## src/hw/rtl/swa_pkg.sv

```systemverilog
package swa_pkg;

    // Width of the time step register (unsigned Q8.16)
    localparam int TS_W = 24;

    // Width of slab times inside the lanes; room for the infinite marks
    localparam int TW = 42;

    // Split point of the ray direction for the contact multiply
    localparam int SPLIT = 28;

    // Slab time used for an axis that limits nothing
    localparam logic signed [TW-1:0] T_INF = 42'sd1099511627776;

    localparam logic signed [31:0] S32_MAX = 32'sh7fffffff;
    localparam logic signed [31:0] S32_MIN = 32'sh80000000;

    // Contact normal codes
    localparam logic signed [1:0] NRM_ZERO = 2'sb00;
    localparam logic signed [1:0] NRM_POS  = 2'sb01;
    localparam logic signed [1:0] NRM_NEG  = 2'sb11;

    // What one axis lane reports to the merge stage
    typedef struct packed {
        logic                 ok;    // slab can be entered
        logic                 vz;    // velocity on this axis is zero
        logic                 dneg;  // ray direction is negative
        logic signed [TW-1:0] tn;    // near time
        logic signed [TW-1:0] tf;    // far time
    } t_slab;

endpackage

```

## src/hw/rtl/swa_contact.sv

```systemverilog
module swa_contact #(
    parameter int CW  = 24,
    parameter int TFB = 16
) (
    input  logic                                   i_clk,
    input  logic [1:0]                             i_en,
    input  logic signed [CW+swa_pkg::TS_W-1:0]     i_dir,
    input  logic signed [CW-1:0]                   i_pos,
    input  logic [CW-2:0]                          i_size,
    input  logic [TFB-1:0]                         i_t,
    output logic signed [CW+swa_pkg::TS_W+TFB:0]   o_v
);
    import swa_pkg::*;

    localparam int DW  = CW + TS_W;
    localparam int PW  = DW + TFB + 1;
    localparam int PHW = DW - SPLIT + TFB + 1;
    localparam int PLW = SPLIT + TFB;

    logic signed [PHW-1:0] r_ph;
    logic [PLW-1:0]        r_pl;
    logic signed [CW-1:0]  r_pos;
    logic [CW-2:0]         r_size;

    // Split the direction and multiply each half by the entry time
    always_ff @(posedge i_clk) begin
        if (i_en[0]) begin
            r_ph   <= $signed(i_dir[DW-1:SPLIT]) * $signed({1'b0, i_t});
            r_pl   <= i_dir[SPLIT-1:0] * i_t;
            r_pos  <= i_pos;
            r_size <= i_size;
        end
    end

    // Join partial products, scale to Q.9 and add twice the origin
    logic signed [PW-1:0] full, scl, n_v;
    always_comb begin
        full = $signed({r_ph, {SPLIT{1'b0}}}) + $signed(PW'(r_pl));
        scl  = full >>> (TFB + 15);
        n_v  = (PW'(r_pos) <<< 1) + $signed(PW'(r_size)) + scl;
    end

    always_ff @(posedge i_clk) begin
        if (i_en[1]) begin
            o_v <= n_v;
        end
    end

endmodule

```

## config.mk

```make
export PLATFORM = sky130hd
export DESIGN_NAME = swa_contact
export DESIGN_NICKNAME = d
export VERILOG_FILES = /design/src/hw/rtl/swa_pkg.sv /design/src/hw/rtl/swa_contact.sv
export SDC_FILE = /design/constraint.sdc
export NUM_CORES = 2
export LEC_CHECK = 0
export ABC_AREA = 1
export BUFFER_PORTS_ARGS = -buffer_cell sky130_fd_sc_hd__buf_2
export CAP_MARGIN = 20
export CORE_MARGIN = 2
export CORE_UTILIZATION = 27
export CTS_CLUSTER_SIZE = 28
export DETAILED_ROUTE_END_ITERATION = 10
export SYNTH_ARGS = -nofsm -noshare
export SYNTH_HDL_FRONTEND = slang
export SYNTH_SLANG_ARGS = --single-unit
```

## constraint.sdc

```tcl
create_clock -name i_clk -period 16.3 [get_ports i_clk]
set_input_delay 0.815 -clock i_clk [delete_from_list [all_inputs] [get_ports i_clk]]
set_output_delay 0.815 -clock i_clk [all_outputs]
set_load 0.05 [all_outputs]
```

# Yosys cells after proc, flatten, opt, wreduce, memory -nomap -nowiden
# Index checks and enable logic that the tools add are counted.
[word_totals] output_inout_bits=65 input_bits=114 register_bits=193 wordCells=10
[op_classes] n_addsub=3 mul=2
[op_table] op="65-bit by 45-bit adder with 65-bit output" n=1
[op_table] op="28-bit by 16-bit multiplier with 44-bit output" n=1
[op_table] op="20-bit by 17-bit multiplier with 37-bit output" n=1
[op_table] op="26-bit by 34-bit adder with 35-bit output" n=1
[op_table] op="25-bit by 24-bit adder with 26-bit output" n=1

# Depth between registers and ports, before layout
[logic_depth] ltp_word=2 ltp_mapped=29 mapped_depth_nobuf=27

# Worst setup path before layout
# OpenSTA, ideal clock, no wires.
[synth_path] path_kind="input -> register" startpoint="input port i_dir[47] (netlist name)" endpoint="register r_ph[36], data pin" path_buffers=2 arrival_ps=5905 setup_time_ps=253 stages=23 required_ps=16047 slack_ps=10141 cell_sequence="clkbuf_1 clkbuf_1 nand2_1 inv_1 fa_1 fa_1 inv_1 fa_1 fa_1 inv_1 fa_1 inv_1 fa_1 inv_1 ha_1 inv_1 o21bai_1 a31oi_1 o21ai_0 a21oi_1 nand2_1 nand3_1 nand2_1"
[synth_via] elab_chain_cells=1
[synth_rtl] element="start: declaration" line="swa_contact.sv:7" rtl="input logic signed [CW+swa_pkg::TS_W-1:0] i_dir,"
[synth_rtl] element="20-bit by 17-bit multiplier with 37-bit output" line="swa_contact.sv:28" rtl="r_ph <= $signed(i_dir[DW-1:SPLIT]) * $signed({1'b0, i_t});"
[synth_rtl] element="end signal: assignment" line="swa_contact.sv:28"
[synth_rtl] element="end: declaration" line="swa_contact.sv:20" rtl="logic signed [PHW-1:0] r_ph;"
# Every way passes these cells.
# A chain may end at the register's enable or synchronous reset.

# Worst setup path in the final report
[layout_path] startpoint="input port i_t[4]" endpoint="register r_ph[36], data pin"
[layout_via] elab_chain_cells=1
[layout_rtl] element="start: declaration" line="swa_contact.sv:10" rtl="input logic [TFB-1:0] i_t,"
[layout_rtl] element="20-bit by 17-bit multiplier with 37-bit output" line="swa_contact.sv:28"
# Every way passes these cells.

==> key figures <==
Final layout
  – # nets final: 5710
  – Synth-to-Final Area Change: 8.36%
  – Util after Layout: 0.294
  – Fraction of layout cells with a size suffix above 1: 0.0572

Floorplan
  – Die ar.: 137000 sq um
  – Core ar.: 133000 sq um
  – Initial core utilization: 0.272
  – Die X: 370 um
  – Die height: 370 um
  – # IOs: 179
  – Rows: 134

Drt
  – Vias after detailed routing: 28300
  – Via/cell ratio: 4.41
  – Drt drc: 0
  – Final antenna-violating net count: 0
  – Wirelength per Cell: 15.6 um
  – DR iter-0 viols: 1554
  – Routed wire length: 99.7 mm
  – First-pass iteration count of the detailed router: 6

Yosys
  – Mean post-synth cell area: 7.85 sq um
  – Netlist Area Pre-Place: 36200 sq um
  – Top cell type's share of synthesized area: 0.390
  – Synth area leader: fa_1
  – Mapped Cells: 4614
  – Register area share after synthesis: 0.112
  – Ys Warns: 0
  – Synth unique cells: 44
  – Synth area leaders: fa_1 39%, inv_1 14%, nand2_1 12%
  – Syn nets: 5699
  – Yosys reg bits: 135

Setup path
  – Worst Path Required: 16.51 ns
  – Crit Path Max Fanout: 30
  – Reg2reg end: o_v[24]
  – CP Capture Type: register
  – CP peak stage delay: 0.86 ns
  – Worst path slowest cell: fa_1
  – R2r setup slk: 11.67 ns
  – WP data arrival: 6.83 ns
  – Crit-path cells: buf_2 > buf_4 > nand2_1 > inv_1 > fa_1 > fa_1 > inv_1 > fa_1 > fa_1 > inv_1 > fa_1 > inv_1 > fa_1 > inv_1 > ha_1 > inv_1 > o21bai_1 > a31oi_1 > o21ai_0 > a21oi_1 > nand2_1 > nand3_1 > nand2_1
  – FF-to-FF path depth: 19
  – Type of the worst setup path: in -> reg
  – Reg-to-Reg Start: r_pl[43]
  – Crit start category: primary input

Hold path
  – Hold_sp: i_pos[2]
  – Worst hold path depth: 1
  – Hold Path Class: in -> reg
  – Worst hold endpoint: r_pos[2]

Placed design
  – Dpl hpwl: 82.5 mm
  – RePlAce Congestion: 0.922
  – Count of buffers from port buffering: 178

Timing
  – Final Setup Violations: 0
  – Max-slew headroom: 0.483
  – Final max-slew violation count: 0
  – Period utilization: 0.406
  – Worst-margin pin slew: 0.775 ns
  – Post-route setup TNS: 0 ns
  – Final hold violations: 0
  – Post-layout min period: 6.62 ns
  – Maximum clock rate: 0.151 GHz
  – Post-Route Skew: 0.0170 ns
  – RSZ-0062 raised after global routing: no

Global routing
  – GRT Resource Usage Total: 0.151
  – Vias in the first global route: 30800
  – Gr ovfl total: 0
  – Initial antenna violation count: 17
  – Pin count of the biggest net entering global routing: 75
  – First-pass GRT wire length: 165 mm

Clock network
  – Clock sinks: 135
  – Clk Latency, worst-skew pair: 0.47 ns
  – Root Buffer Master: clkbuf_16
  – Cts repair resizes: 0
  – CTS tree: yes
  – H-tree depth: 4
  – Clock Tree Buf Depth: 2
  – Post-CTS setup buffers: 0
  – Post-CTS Hold Fix Bufs: 0
  – CTS clock-pin slew for the worst setup and hold paths: 0.06 ns
  – CTS Buf Count: 17

Flow run
  – MaxCap Viol Count: 0

Run status
  – Status: finished clean
[through the flow]
| step | hold WS [ns] | worst slack [ns] | instances | instance area [sq um] |
|---|---|---|---|---|
| finish | 0.524 | 9.68 | 6407 | 39200 |
| global route | 0.498 | 9.33 | 6406 | 39200 |
| CTS | 0.485 | 9.52 | 6400 | 39100 |
| detailed placement | 0.553 | 9.00 | 6370 | 38600 |
| global placement | 0.545 | 9.04 | 6370 | 38600 |
| floorplan | 0.526 | 10.14 | 4614 | 36200 |
[synth_stat cells, drive strengths merged]
| cell type | number |
|---|---|
| ha | 266 |
| nor3 | 24 |
| a211oi | 1 |
| inv | 1358 |
| o21a | 4 |
| clkbuf | 163 |
| edfxtp | 135 |
| nand4 | 35 |
| buf | 41 |
| a21o | 22 |
| nor4 | 7 |
| nor2 | 187 |
| a21boi | 7 |
| o21ai | 101 |
| o21bai | 17 |
| o31ai | 1 |
| and3 | 4 |
| clkinv | 1 |
| nand3b | 4 |
| or2 | 2 |
| a21oi | 148 |
| a31oi | 12 |
| nor3b | 1 |
| xor2 | 65 |
| o211ai | 3 |
| nand2 | 1192 |
| nand3 | 80 |
| fa | 705 |
| xnor2 | 28 |
[per-layer routing]
| layer | wire length (um) | track usage | vias to the layer above |
|---|---|---|---|
| li1 | - | - | 13300 |
| met1 | 45700 | 0.205 | 14100 |
| met2 | 46800 | 0.255 | 723 |
| met3 | 5500 | 0.0214 | 122 |
| met4 | 1570 | 0.0329 | 24 |
| met5 | 145 | 0 | - |
[cell type report]
type                       count  area [sq um]
inverter                    1359          5100
multi-input combinational   2916         26200
clock buffer                  20           437
clock inverter                10           155
tap                         1768          2210
fill                       14300         94000
antenna                        3          7.51
timing repair buffer         196          1090
sequential                   135          4050
[registers in the layout, summed over array words and instances (netlist names)]
register,count
r_size,23
o_v,35
r_pl,16
r_pos,24
r_ph,37
[how the worst max path moves through the flow]
stage                     startpoint  endpoint  slack [ns]  cells past startpoint
final                         i_t[4]  r_ph[36]        9.68                     23
after global routing          i_t[5]  r_ph[28]        9.33                     22
after CTS                     i_t[2]  r_ph[36]        9.52                     22
after detailed placement      i_t[2]  r_ph[36]        9.00                     22
after global placement        i_t[2]  r_ph[36]        9.04                     22
after floorplan            i_dir[47]  r_ph[36]       10.14                     23
[layout by cell type (no fill, tap or decap), types with 3 or more instances in the layout]
cell,count
a21boi_0,7
a21o_1,22
a21oi_1,146
a31oi_1,12
and3_1,4
buf_2,177
buf_4,15
bufinv_16,4
clkbuf_1,3
clkbuf_16,17
clkinv_2,4
diode_2,3
edfxtp_1,135
fa_1,705
ha_1,266
inv_1,1353
inv_2,5
nand2_1,1179
nand2_2,12
nand3_1,78
nand3b_1,4
nand4_1,35
nor2_1,178
nor2_2,6
nor2_4,3
nor3_1,19
nor3_2,4
nor4_1,5
o21a_1,4
o21ai_0,87
o21ai_1,12
o21bai_1,17
xnor2_1,28
xor2_1,65
[logic make-up after synthesis]
| kind of cell | after synthesis | synth area share |
|---|---|---|
| buffers and inverters | 1563 | 0.165 |
| adder cells (fa/ha/maj) | 971 | 0.482 |
| AND/OR/NAND/NOR | 1536 | 0.170 |
| XOR/XNOR | 93 | 0.0225 |
| flip-flops | 135 | 0.112 |
| AO/OA/AOI/OAI | 316 | 0.0488 |
[critical path: cells and delay by family]
kind | cells | cell delay, ns
AO/OA/AOI/OAI | 4 | 0.66
buffers and inverters | 8 | 1.31
AND/OR/NAND/NOR | 4 | 0.27
adder cells (fa/ha/maj) | 7 | 3.68
Power is not shown: default switching activity piles up to over one toggle a cycle in this logic, so the estimate is an artifact.
